File: src/sv/slwc_pkg.sv
// ----------------------------------------------------------------------------
// slwc_pkg: shared definitions of the sliding window counter limiter
// Field widths, register indexes, command codes and the control word of the
// shared multiply-accumulate unit.
// ----------------------------------------------------------------------------
package slwc_pkg;

	localparam int WINDOW_BITS    = 24;
	localparam int MAX_BITS       = 16;
	localparam int INDEX_BITS     = 4;
	localparam int NOW_BITS       = 32;
	localparam int CFG_INDEX_BITS = 1;
	localparam int CFG_DATA_BITS  = 24;

	localparam logic [CFG_INDEX_BITS-1:0] REG_WINDOW = 1'd0;
	localparam logic [CFG_INDEX_BITS-1:0] REG_MAX    = 1'd1;

	localparam logic [WINDOW_BITS-1:0] WINDOW_RESET = 24'd60;
	localparam logic [MAX_BITS-1:0]    MAX_RESET    = 16'd10;

	localparam logic CMD_CHECK = 1'b0;
	localparam logic CMD_ERASE = 1'b1;

	// Control word of the multiply-accumulate unit.
	typedef struct packed {
		logic mul_en;  // load the product register with a * b
		logic acc_en;  // update the accumulator from the product register
		logic acc_add; // add to the accumulator instead of loading it
	} mac_ctl_t;

endpackage

File: src/sv/slwc_mac.sv
// ----------------------------------------------------------------------------
// slwc_mac: shared multiply-accumulate unit
// One registered multiplier feeding an accumulator, with a compare of the
// accumulated sum against the last product.
// ----------------------------------------------------------------------------
module slwc_mac #(
	parameter int A_BITS = 16
) (
	input  logic                             clk,
	input  slwc_pkg::mac_ctl_t               ctl,
	input  logic [A_BITS-1:0]                a,
	input  logic [slwc_pkg::WINDOW_BITS-1:0] b,
	output logic                             less
);

	localparam int PROD_BITS = A_BITS + slwc_pkg::WINDOW_BITS;
	localparam int ACC_BITS  = PROD_BITS + 1;

	logic [PROD_BITS-1:0] prod_q;
	logic [ACC_BITS-1:0]  acc_q;
	logic [ACC_BITS-1:0]  acc_base;

	assign acc_base = ctl.acc_add ? acc_q : '0;

	always_ff @(posedge clk) begin
		if (ctl.mul_en) begin
			prod_q <= PROD_BITS'(a) * PROD_BITS'(b);
		end
		if (ctl.acc_en) begin
			acc_q <= acc_base + ACC_BITS'(prod_q);
		end
	end

	assign less = acc_q < ACC_BITS'(prod_q);

endmodule

File: src/sv/sliding_window_counter_limiter.sv
// ----------------------------------------------------------------------------
// sliding_window_counter_limiter: per-client sliding window rate limiter
// Each command checks a request for a client slot against a weighted count
// of the previous and current windows, or erases the slot.
// ----------------------------------------------------------------------------
//
// Channel   Handshake           Payload
// command   start / busy        command, client_index, now_time
// result    done (one cycle)    allowed
// config    cfg_write           cfg_index, cfg_data
//
// A request check runs from its transfer to the next possible transfer
// through a memory read, the window update, three products formed one after
// another on the single shared multiplier, and the compare with write-back.
// An erase or an out-of-range slot answers in the cycle after its transfer
// and leaves busy low, so such commands can follow every cycle.
// After reset a clearing pass marks every slot absent; busy stays high
// meanwhile. The result receiver cannot stall.
// ----------------------------------------------------------------------------
module sliding_window_counter_limiter #(
	parameter int CLIENTS    = 16,
	parameter int COUNT_BITS = 16,
	parameter int TIME_BITS  = 32
) (
	input  logic                                clk,
	input  logic                                arst_n,
	input  logic                                start,
	output logic                                busy,
	input  logic                                command,
	input  logic [slwc_pkg::INDEX_BITS-1:0]     client_index,
	input  logic [slwc_pkg::NOW_BITS-1:0]       now_time,
	output logic                                done,
	output logic                                allowed,
	input  logic                                cfg_write,
	input  logic [slwc_pkg::CFG_INDEX_BITS-1:0] cfg_index,
	input  logic [slwc_pkg::CFG_DATA_BITS-1:0]  cfg_data
);

	localparam int IDX_BITS   = (CLIENTS > 1) ? $clog2(CLIENTS) : 1;
	localparam int ENTRY_BITS = 1 + 2 * COUNT_BITS + TIME_BITS;
	localparam int MUL_A_BITS = (COUNT_BITS > slwc_pkg::MAX_BITS) ?
		COUNT_BITS : slwc_pkg::MAX_BITS;
	localparam int CMP_BITS   = (TIME_BITS > slwc_pkg::WINDOW_BITS) ?
		TIME_BITS : slwc_pkg::WINDOW_BITS;

	localparam logic [2:0] ST_CLEAR = 3'd0;
	localparam logic [2:0] ST_IDLE  = 3'd1;
	localparam logic [2:0] ST_READ  = 3'd2;
	localparam logic [2:0] ST_EVAL  = 3'd3;
	localparam logic [2:0] ST_MUL1  = 3'd4;
	localparam logic [2:0] ST_MUL2  = 3'd5;
	localparam logic [2:0] ST_MUL3  = 3'd6;
	localparam logic [2:0] ST_CMP   = 3'd7;

	logic [2:0]                       state_q;
	logic [IDX_BITS-1:0]              clr_idx_q;
	logic [IDX_BITS-1:0]              slot_q;
	logic [TIME_BITS-1:0]             now_q;
	logic [slwc_pkg::WINDOW_BITS-1:0] window_q;
	logic [slwc_pkg::MAX_BITS-1:0]    max_q;
	logic                             done_q;
	logic                             allowed_q;

	logic [COUNT_BITS-1:0]            prev_q;
	logic [COUNT_BITS-1:0]            curr_q;
	logic [TIME_BITS-1:0]             begin_q;
	logic [slwc_pkg::WINDOW_BITS-1:0] e_q;

	logic [ENTRY_BITS-1:0] mem [CLIENTS];
	logic [ENTRY_BITS-1:0] rd_q;
	logic                  mem_we;
	logic [IDX_BITS-1:0]   mem_waddr;
	logic [ENTRY_BITS-1:0] mem_wdata;

	logic                  accept;
	logic                  in_range;
	logic [IDX_BITS-1:0]   in_idx;

	logic                  pres_r;
	logic [COUNT_BITS-1:0] prev_r;
	logic [COUNT_BITS-1:0] curr_r;
	logic [TIME_BITS-1:0]  begin_r;
	logic [TIME_BITS-1:0]  begin_eff;
	logic [TIME_BITS-1:0]  elapsed;
	logic                  roll;

	logic                             less;
	logic                             allow;
	logic [COUNT_BITS-1:0]            curr_next;
	slwc_pkg::mac_ctl_t               mac_ctl;
	logic [MUL_A_BITS-1:0]            mac_a;
	logic [slwc_pkg::WINDOW_BITS-1:0] mac_b;

	assign busy     = (state_q != ST_IDLE);
	assign accept   = start && !busy;
	assign in_range = 32'(client_index) < 32'(CLIENTS);
	assign in_idx   = IDX_BITS'(client_index);
	assign done     = done_q;
	assign allowed  = allowed_q;

	// Unpack the stored record of the slot under work.
	assign pres_r  = rd_q[ENTRY_BITS-1];
	assign prev_r  = rd_q[ENTRY_BITS-2 -: COUNT_BITS];
	assign curr_r  = rd_q[TIME_BITS+COUNT_BITS-1 -: COUNT_BITS];
	assign begin_r = rd_q[TIME_BITS-1:0];

	// An absent slot starts fresh with its window opening now.
	assign begin_eff = pres_r ? begin_r : now_q;
	assign elapsed   = now_q - begin_eff;
	assign roll      = CMP_BITS'(elapsed) >= CMP_BITS'(window_q);

	assign allow     = less;
	assign curr_next = (allow && (curr_q != '1)) ? curr_q + 1'b1 : curr_q;

	always_comb begin
		mem_we    = 1'b0;
		mem_waddr = slot_q;
		mem_wdata = '0;
		case (state_q)
			ST_CLEAR: begin
				mem_we    = 1'b1;
				mem_waddr = clr_idx_q;
			end
			ST_IDLE: begin
				if (accept && in_range && (command == slwc_pkg::CMD_ERASE)) begin
					mem_we    = 1'b1;
					mem_waddr = in_idx;
				end
			end
			ST_CMP: begin
				mem_we    = 1'b1;
				mem_wdata = {1'b1, prev_q, curr_next, begin_q};
			end
			default: begin
				mem_we = 1'b0;
			end
		endcase
	end

	always_ff @(posedge clk) begin
		if (mem_we) begin
			mem[mem_waddr] <= mem_wdata;
		end
		if (state_q == ST_READ) begin
			rd_q <= mem[slot_q];
		end
	end

	// Operand selection for the shared multiplier.
	always_comb begin
		mac_ctl = '0;
		mac_a   = '0;
		mac_b   = '0;
		case (state_q)
			ST_MUL1: begin
				mac_ctl.mul_en = 1'b1;
				mac_a          = MUL_A_BITS'(prev_q);
				mac_b          = window_q - e_q;
			end
			ST_MUL2: begin
				mac_ctl.mul_en = 1'b1;
				mac_ctl.acc_en = 1'b1;
				mac_a          = MUL_A_BITS'(curr_q);
				mac_b          = window_q;
			end
			ST_MUL3: begin
				mac_ctl.mul_en  = 1'b1;
				mac_ctl.acc_en  = 1'b1;
				mac_ctl.acc_add = 1'b1;
				mac_a           = MUL_A_BITS'(max_q);
				mac_b           = window_q;
			end
			default: begin
				mac_ctl = '0;
			end
		endcase
	end

	slwc_mac #(
		.A_BITS(MUL_A_BITS)
	) u_mac (
		.clk (clk),
		.ctl (mac_ctl),
		.a   (mac_a),
		.b   (mac_b),
		.less(less)
	);

	always_ff @(posedge clk) begin
		if (state_q == ST_IDLE && accept) begin
			slot_q <= in_idx;
			now_q  <= TIME_BITS'(now_time);
		end
		if (state_q == ST_EVAL) begin
			begin_q <= roll ? now_q : begin_eff;
			prev_q  <= !pres_r ? '0 : (roll ? curr_r : prev_r);
			curr_q  <= (!pres_r || roll) ? '0 : curr_r;
			e_q     <= roll ? '0 : slwc_pkg::WINDOW_BITS'(elapsed);
		end
	end

	always_ff @(posedge clk or negedge arst_n) begin
		if (!arst_n) begin
			window_q <= slwc_pkg::WINDOW_RESET;
			max_q    <= slwc_pkg::MAX_RESET;
		end else if (cfg_write) begin
			case (cfg_index)
				slwc_pkg::REG_WINDOW: window_q <= cfg_data;
				slwc_pkg::REG_MAX:    max_q    <= cfg_data[slwc_pkg::MAX_BITS-1:0];
				default:              window_q <= window_q;
			endcase
		end
	end

	always_ff @(posedge clk or negedge arst_n) begin
		if (!arst_n) begin
			state_q   <= ST_CLEAR;
			clr_idx_q <= '0;
			done_q    <= 1'b0;
			allowed_q <= 1'b0;
		end else begin
			done_q    <= 1'b0;
			allowed_q <= 1'b0;
			case (state_q)
				ST_CLEAR: begin
					if (32'(clr_idx_q) == 32'(CLIENTS - 1)) begin
						state_q <= ST_IDLE;
					end else begin
						clr_idx_q <= clr_idx_q + 1'b1;
					end
				end
				ST_IDLE: begin
					if (accept) begin
						if (!in_range || (command == slwc_pkg::CMD_ERASE)) begin
							done_q <= 1'b1;
						end else begin
							state_q <= ST_READ;
						end
					end
				end
				ST_READ: state_q <= ST_EVAL;
				ST_EVAL: state_q <= ST_MUL1;
				ST_MUL1: state_q <= ST_MUL2;
				ST_MUL2: state_q <= ST_MUL3;
				ST_MUL3: state_q <= ST_CMP;
				ST_CMP: begin
					done_q    <= 1'b1;
					allowed_q <= allow;
					state_q   <= ST_IDLE;
				end
				default: state_q <= ST_IDLE;
			endcase
		end
	end

`ifndef NO_ASSERTIONS
	a_done_source: assert property (@(posedge clk) disable iff (!arst_n)
		done |-> ($past(state_q) == ST_CMP) || $past(start && !busy))
		else $error("result strobe without a finished command");

	a_allowed_with_done: assert property (@(posedge clk) disable iff (!arst_n)
		allowed |-> done)
		else $error("allowed raised outside a result");

	a_cmp_answers: assert property (@(posedge clk) disable iff (!arst_n)
		(state_q == ST_CMP) |=> done && !busy)
		else $error("request check did not answer after the compare");

	a_no_result_in_clear: assert property (@(posedge clk) disable iff (!arst_n)
		(state_q == ST_CLEAR) |-> !done && busy)
		else $error("result or transfer during the clearing pass");
`endif

endmodule
File: config.mk
export PLATFORM = sky130hd
export DESIGN_NAME = sliding_window_counter_limiter
export DESIGN_NICKNAME = d
export VERILOG_FILES = /design/src/sv/slwc_pkg.sv /design/src/sv/slwc_mac.sv /design/src/sv/sliding_window_counter_limiter.sv
export SDC_FILE = /design/constraint.sdc
export NUM_CORES = 2
export LEC_CHECK = 0
export ABC_AREA = 1
export ABC_CLOCK_PERIOD_IN_PS = 7700
export BUFFER_PORTS_ARGS = -buffer_cell sky130_fd_sc_hd__buf_2
export CORE_MARGIN = 2
export CORE_UTILIZATION = 28
export DETAILED_ROUTE_END_ITERATION = 7
export PLACE_DENSITY = 0.55
export SLEW_MARGIN = 20
export SYNTH_ARGS = -nofsm -noshare
export SYNTH_HDL_FRONTEND = slang
export SYNTH_HIERARCHICAL = 1
export SYNTH_SLANG_ARGS = --single-unit
File: constraint.sdc
create_clock -name clk -period 7.7 [get_ports clk]
set_clock_uncertainty 0.2 [all_clocks]
set_input_delay 0.77 -clock clk [delete_from_list [all_inputs] [get_ports clk]]
set_output_delay 0.77 -clock clk [all_outputs]
set_load 0.03 [all_outputs]
======== Word-level counts from Yosys, hierarchy flattened ========
Memory sizes are Yosys's and may differ from the RTL's. A register that Yosys moved wholly into a read port is not among the register bits.
Index checks and enable logic that the tools add are counted.
Widths: inputs -> output; s select.
word-level totals
  register bits after elaboration ......... 254
  memory bits (writable) .................. 1,040
  output and inout bits ................... 3
  memories kept ........................... 1
operators by class
  add/subtract/negate cells ............... 5
  multipliers ............................. 1
  magnitude comparators ................... 2
  equality and inequality tests ........... 13
  mux-type cells .......................... 25
  bitwise gates (word level) .............. 2
  reductions and logical operators ........ 15
memories
  memory  words  bits a word  read ports  clocked after memory_dff  write ports  RTL line                              text
  mem     16     65           1           1                         1            sliding_window_counter_limiter.sv:69  logic [ENTRY_BITS-1:0] mem [CLIENTS];
operators by type and width
  operator               count
  $mux 65                1
  $mux 32                2
  $pmux 16 s3            1
  $pmux 24 s2            1
  $add 41x40->41         1
  $lt 41x40->1           1
  $mux 41                1
  $mul 16x24->40         1
  $ge 32x24->1           1
  $mux 16                2
  $sub 32x32->32         1
  $pmux 3 s8             1
  $sub 24x24->24         1
  $add 16x1->16 const B  1
  $ne 16x16->1 const B   1
  $eq 3x3->1 const B     4
  $mux 1                 9
  $mux 3                 3
  $pmux 4 s2             1
  $eq 3x2->1 const B     2
  $ne 2x2->1 const B     3
  $reduce_and 2->1       3
  $add 4x1->4 const B    1
  $eq 4x4->1 const B     1
  12 further kinds       19

======== Logic depth before layout (Yosys ltp) ========
  depth after elaboration ................. 8
  gate-level depth with buffers ........... 43

======== Modules after synthesis ========
The synthesis kept the hierarchy.
modules (own cells, without submodules)
  module                          instances  cells an instance  area each (µm²)
  sliding_window_counter_limiter  1          4,518              54,348.4
  slwc_mac                        1          2,870              20,255.7

======== Least setup slack after synthesis ========
Ideal clock, no wire load.
  path kind ............................... flip-flop to flip-flop
  start ................................... register state_q[0]
  end ..................................... register u_mac.prod_q[31], data pin
  data arrival time ....................... 7,520 ps
  data required time ...................... 7,248 ps
  setup slack ............................. -272 ps
  stages on the path, launching flop included .. 34
  period minus slack after synthesis ...... 7,972 ps
  cell sequence ........................... dfrtp_1 > clkbuf_1 > nor2_1 > inv_1 > nor2_1 > inv_1 > nand2_1 > inv_1 > clkbuf_1 > o22ai_1 > clkbuf_1 > clkbuf_1 > nand2_1 > fa_1 > inv_1 > fa_1 > inv_1 > fa_1 > inv_1 > fa_1 > fa_1 > inv_1 > fa_1 > inv_1 > ha_1 > nand2_1 > nor2_1 > nand2_1 > inv_1 > nand4_1 > nand3_1 > nand2_1 > nand3_1 > nand2_1
on the way
  cells in the longest elaborated chain, start to end .. 4
ends and longest elaborated chain
  item                       RTL line                               text
  start, declared            sliding_window_counter_limiter.sv:55   logic [2:0] state_q;
  start signal, assigned     sliding_window_counter_limiter.sv:217  state_q <= ST_CLEAR;
  start signal, assigned     sliding_window_counter_limiter.sv:227  state_q <= ST_IDLE;
  start signal, assigned     sliding_window_counter_limiter.sv:237  state_q <= ST_READ;
  $eq 3x3->1                 sliding_window_counter_limiter.sv:154  case (state_q)
  $reduce_or 2->1 (no line)  --
  $pmux 24 s2 (*)            sliding_window_counter_limiter.sv:154
  net mac_b, one bit         sliding_window_counter_limiter.sv:92   logic [slwc_pkg::WINDOW_BITS-1:0] mac_b;
  $mul 16x24->40 (*)         slwc_mac.sv:27                         prod_q <= PROD_BITS'(a) * PROD_BITS'(b);
  end signal, assigned       slwc_mac.sv:27
  end, declared              slwc_mac.sv:19                         logic [PROD_BITS-1:0] prod_q;
The timed path passes the listed nets; every way through them passes the cells marked *.
A chain may end at the register's enable or synchronous reset.

======== Worst setup path in the final report ========
  start ................................... register window_q[12] in the netlist's numbering
  end ..................................... register u_mac.prod_q[33], data pin
on the way
  cells in the longest elaborated chain, start to end .. 3
ends and longest elaborated chain
  item                    RTL line                               text
  start, declared         sliding_window_counter_limiter.sv:59   logic [slwc_pkg::WINDOW_BITS-1:0] window_q;
  start signal, assigned  sliding_window_counter_limiter.sv:204  window_q <= slwc_pkg::WINDOW_RESET;
  start signal, assigned  sliding_window_counter_limiter.sv:208  slwc_pkg::REG_WINDOW: window_q <= cfg_data;
  start signal, assigned  sliding_window_counter_limiter.sv:210  default: window_q <= window_q;
  $sub 24x24->24          sliding_window_counter_limiter.sv:158  mac_b = window_q - e_q;
  $pmux 24 s2             sliding_window_counter_limiter.sv:154
  net mac_b, one bit      sliding_window_counter_limiter.sv:92
  $mul 16x24->40          slwc_mac.sv:27
The timed path passes the listed nets, and every way through them passes these cells.

==> key figures <==
Outcome
  – Status: finished, final reports clean

Critical path
  – WP data required: 8050 ps
  – Most common cell on crit path: nand2_1
  – Cell count of the worst reg-to-reg path: 31
  – Startpoint types: register
  – Slowest stage cell, crit path: fa_1
  – Worst setup EP type: register
  – CP Class: reg -> reg
  – Max Fanout on Critical Path: 10
  – CP arrival: between 7000 and 8000 ps
  – Slowest stage delay, CP: around 560 ps

Worst hold path
  – Hold WC Path Type: in -> reg
  – Hold Path Stages: 3

Power and ir drop
  – Reg power frac: between 30% and 40%
  – Switching share of power: 38.3%
  – Sw power: ~0.010 W
  – Clock network power share: between 20% and 30%
  – Pint: ~0.017 W
  – PD cells: about 320 nW/um2
  – Power consumption: 0.0270 W
  – Leak Pwr: about 35 nW
  – Comb pwr share: between 30% and 40%
  – Worst vdd ir: 0.000267 V

Floorplanning
  – Starting Density: 28.1%
  – Core Area: around 270,000 um2
  – Vert. Die Dim: ~520 um
  – Die area: 271,000 um2
  – Die width: around 520 um
  – Row Count: about 190
  – IO Pins: 69

Final layout
  – Synth-to-layout area growth: 14.7%
  – Commonest non-fill, non-tap cell in the layout: nand2_1
  – Final Non-Filler Cells: around 11,000
  – Fin nets: ~8,000
  – Finished Cell Area: 85,600 um2
  – Most frequent cells in the layout: nand2_1 (1,375), edfxtp_1 (1,310), inv_1 (1,172)
  – Layout cells sized above 1: around 8.7%

Yosys
  – Seq/Total Area, Yosys: about 54%
  – Post-synth EDFFs: approximately 1,300
  – Simple-gate portion of the synthesized area: roughly 14%
  – Post-Synth Adder-Cell Area: 12.8%
  – Compound-cell area share of the yosys netlist: under 10%
  – Synth warn: 6
  – Syn Std Cell Area: 74,600 um2
  – Post-Syn Instances: between 7,000 and 8,000
  – Largest family of logic cells by synthesized area: simple AND/OR/NAND/NOR gates
  – Ys async rst share: ~3.6%
  – Post-synthesis net count: ~8,000
  – Yosys cell types: between 50 and 60
  – Most used DFF post-synth: edfxtp_1
  – Syn Area/Cell: 10.1 um2
  – FF+latch count, synth: 1,359
  – Post-Synth XOR/XNOR Area: less than 1%
  – Mux contribution to synthesized area: less than 1%

Placed design
  – Port buffer count: ~70
  – Setup slack at placement: -37.0 ps
  – Final GP Congestion: roughly 0.88
  – Placed Area: 79,700 um2
  – Post-DP HPWL: around 140,000 um
  – Placed cell count: approximately 11,000

Drt
  – Final ANT Viol Nets: 0
  – WL per Instance: about 20 um
  – Via density: between 4 and 5
  – DRC: 0
  – Routed wire length: about 220,000 um
  – Via count: between 50,000 and 60,000
  – Initial DRC Count: 4,329
  – Drt pass-1 iters: 6

Global route
  – First-pass GRT wire length: 335,000 um
  – Initial antenna violation count: 3
  – Pin count of the biggest net entering global routing: approximately 220
  – Global route overflow: 0
  – GRT Overall Usage: ~16%
  – Vias in the first global route: between 50,000 and 60,000

Clocking
  – Skew-Pair Late Insertion Delay: between 800 and 900 ps
  – Clk sinks: 1,359
  – Root Driver: clkbuf_16
  – TritonCTS clock tree: built
  – CTS clk-pin slew, worst paths: around 60 ps
  – CTS buffer count: ~150
  – Htree depth: 4
  – Maximum root-to-sink buffer count: 3

STA
  – Final Setup Violations: 0
  – Headroom to the max-slew limit: between 20% and 30%
  – Achievable frequency: 0.136 GHz
  – Hold Slack: about 54 ps
  – Final Worst Setup Slack: roughly 340 ps
  – Slew Limit Fails: 0
  – Worst slew pin tran: 1120 ps
  – Tcrit/Tclk final: between 90 and 100%
  – Crit path time final: around 7400 ps
  – Hold Vio Cnt, Final: 0

Job
  – Max-Cap Viols: 0
==> stage by stage <==
| stage | TNS [ps] | util (%) |
|---|---|---|
| 2_1_floorplan | 0 | - |
| 3_5_place_dp | -55.9 | 30.1 |
| 4_1_cts | 0 | 32.0 |
| 5_1_grt | -94.3 | 32.3 |
| 6_report | 0 | 32.3 |
| 3_3_place_gp | -44.8 | 30.1 |
==> flip-flops by register name, summed over array words and instances, names as in the netlist, 24 cells and up <==
signal and flops:
window_q 24, now_q 32, begin_q 32, e_q 24, u_mac/acc_q 41, u_mac/prod_q 40, rd_q 65, mem 1040
==> per-layer routing <==
metal	vias to the layer above	track usage, %	share of wire (%)	wire length, um
met3	357	2.11	5.3	11800
li1	24800	-	-	-
met4	0	5.90	3.7	8340
met2	1598	27.7	49	108000
met1	26600	20.8	42	94500
met5	-	0	0	0
==> cell families (layout without fill, tap and decap cells) <==
kind of cell,Yosys count,after routing
AOI/OAI and AO/OA,1237,1237
muxes,31,31
and+or+nand+nor,2572,2572
xor gates and xnor gates,84,84
DFF,1359,1359
adders and majority gates,580,580
other,0,2
buffers and inverters,1525,1718
==> worst max-delay path, delay by kind of cell, from the launching register on <==
family                   cells  cell delay [ps]
AND/OR/NAND/NOR             10             1120
buffers and inverters        8              930
adder cells (fa/ha/maj)      8             3540
AO/OA/AOI/OAI                5              850
flip-flops                   1              440
==> layout make-up <==
type,count,area [um2]
clock inverters,76,852
fillers,26800,180000
repair inverters,1,5.00
repair buffers,272,2290
multi-input cells,4504,29100
inverters,1182,4460
diodes,2,5.00
clock buffers,187,3890
flip-flops and latches,1359,40600
well taps,3533,4420
==> synthesized netlist by cell type (6+ instances only) <==
| library cell | number | area share, % |
|---|---|---|
| fa_1 | 309 | 8.3 |
| buf_6 | 7 | 0.11 |
| o21a_1 | 7 | 0.070 |
| nand3_1 | 182 | 1.2 |
| edfxtp_1 | 1310 | 53 |
| o21ai_2 | 11 | 0.13 |
| dfstp_2 | 6 | 0.21 |
| nor2_1 | 872 | 4.4 |
| ha_1 | 271 | 4.5 |
| nand2_1 | 1395 | 7.0 |
| nor2_2 | 14 | 0.12 |
| inv_1 | 1176 | 5.9 |
| xor2_1 | 59 | 0.69 |
| clkbuf_1 | 319 | 1.6 |
| nor3_1 | 36 | 0.24 |
| o211ai_1 | 69 | 0.69 |
| nand2_2 | 15 | 0.13 |
| a31oi_1 | 7 | 0.059 |
| o22ai_1 | 75 | 0.63 |
| a21o_1 | 6 | 0.060 |
| xnor2_1 | 25 | 0.29 |
| buf_1 | 12 | 0.060 |
| a21oi_1 | 168 | 1.1 |
| o21ai_1 | 20 | 0.13 |
| o221ai_1 | 210 | 2.5 |
| o21bai_1 | 11 | 0.11 |
| nor4_1 | 6 | 0.050 |
| nand4_1 | 14 | 0.12 |
| dfrtp_1 | 43 | 1.4 |
| mux2i_1 | 30 | 0.40 |
| o21ai_0 | 638 | 4.3 |
| nand3_2 | 11 | 0.15 |
==> power by group through the flow <==
stage	combinational (W)	sequential, W	clock [W]
6_report	0.0101	0.0100	0.00691
5_1_grt	0.0113	0.0101	0.00735
4_1_cts	0.00973	0.0100	0.00704
3_5_place_dp	0.00967	0.0102	0
3_3_place_gp	0.00956	0.0101	0
2_1_floorplan	0.00618	0.0100	0
==> worst paths after layout <==
check                              from               end  slack (ps)
hold reg to reg                max_q[9]          max_q[9]         290
setup / recovery           window_q[12]  u_mac/prod_q[33]         340
hold / removal             cfg_data[23]      window_q[23]          50
max in group asynchronous        arst_n       window_q[9]        6240
setup reg to reg           window_q[12]  u_mac/prod_q[33]         340
min in group asynchronous        arst_n              done         400
==> repair_timing <==
item,4_1_cts,5_1_grt
pin swaps,0,16
gates cloned,0,4
hold buffers,37,0
hold endpoints to repair,79,0
endpoints found under the setup margin,8,25
setup buffers,0,10
gates resized for setup,3,134
Note: power is estimated with default switching activity, not from simulation.
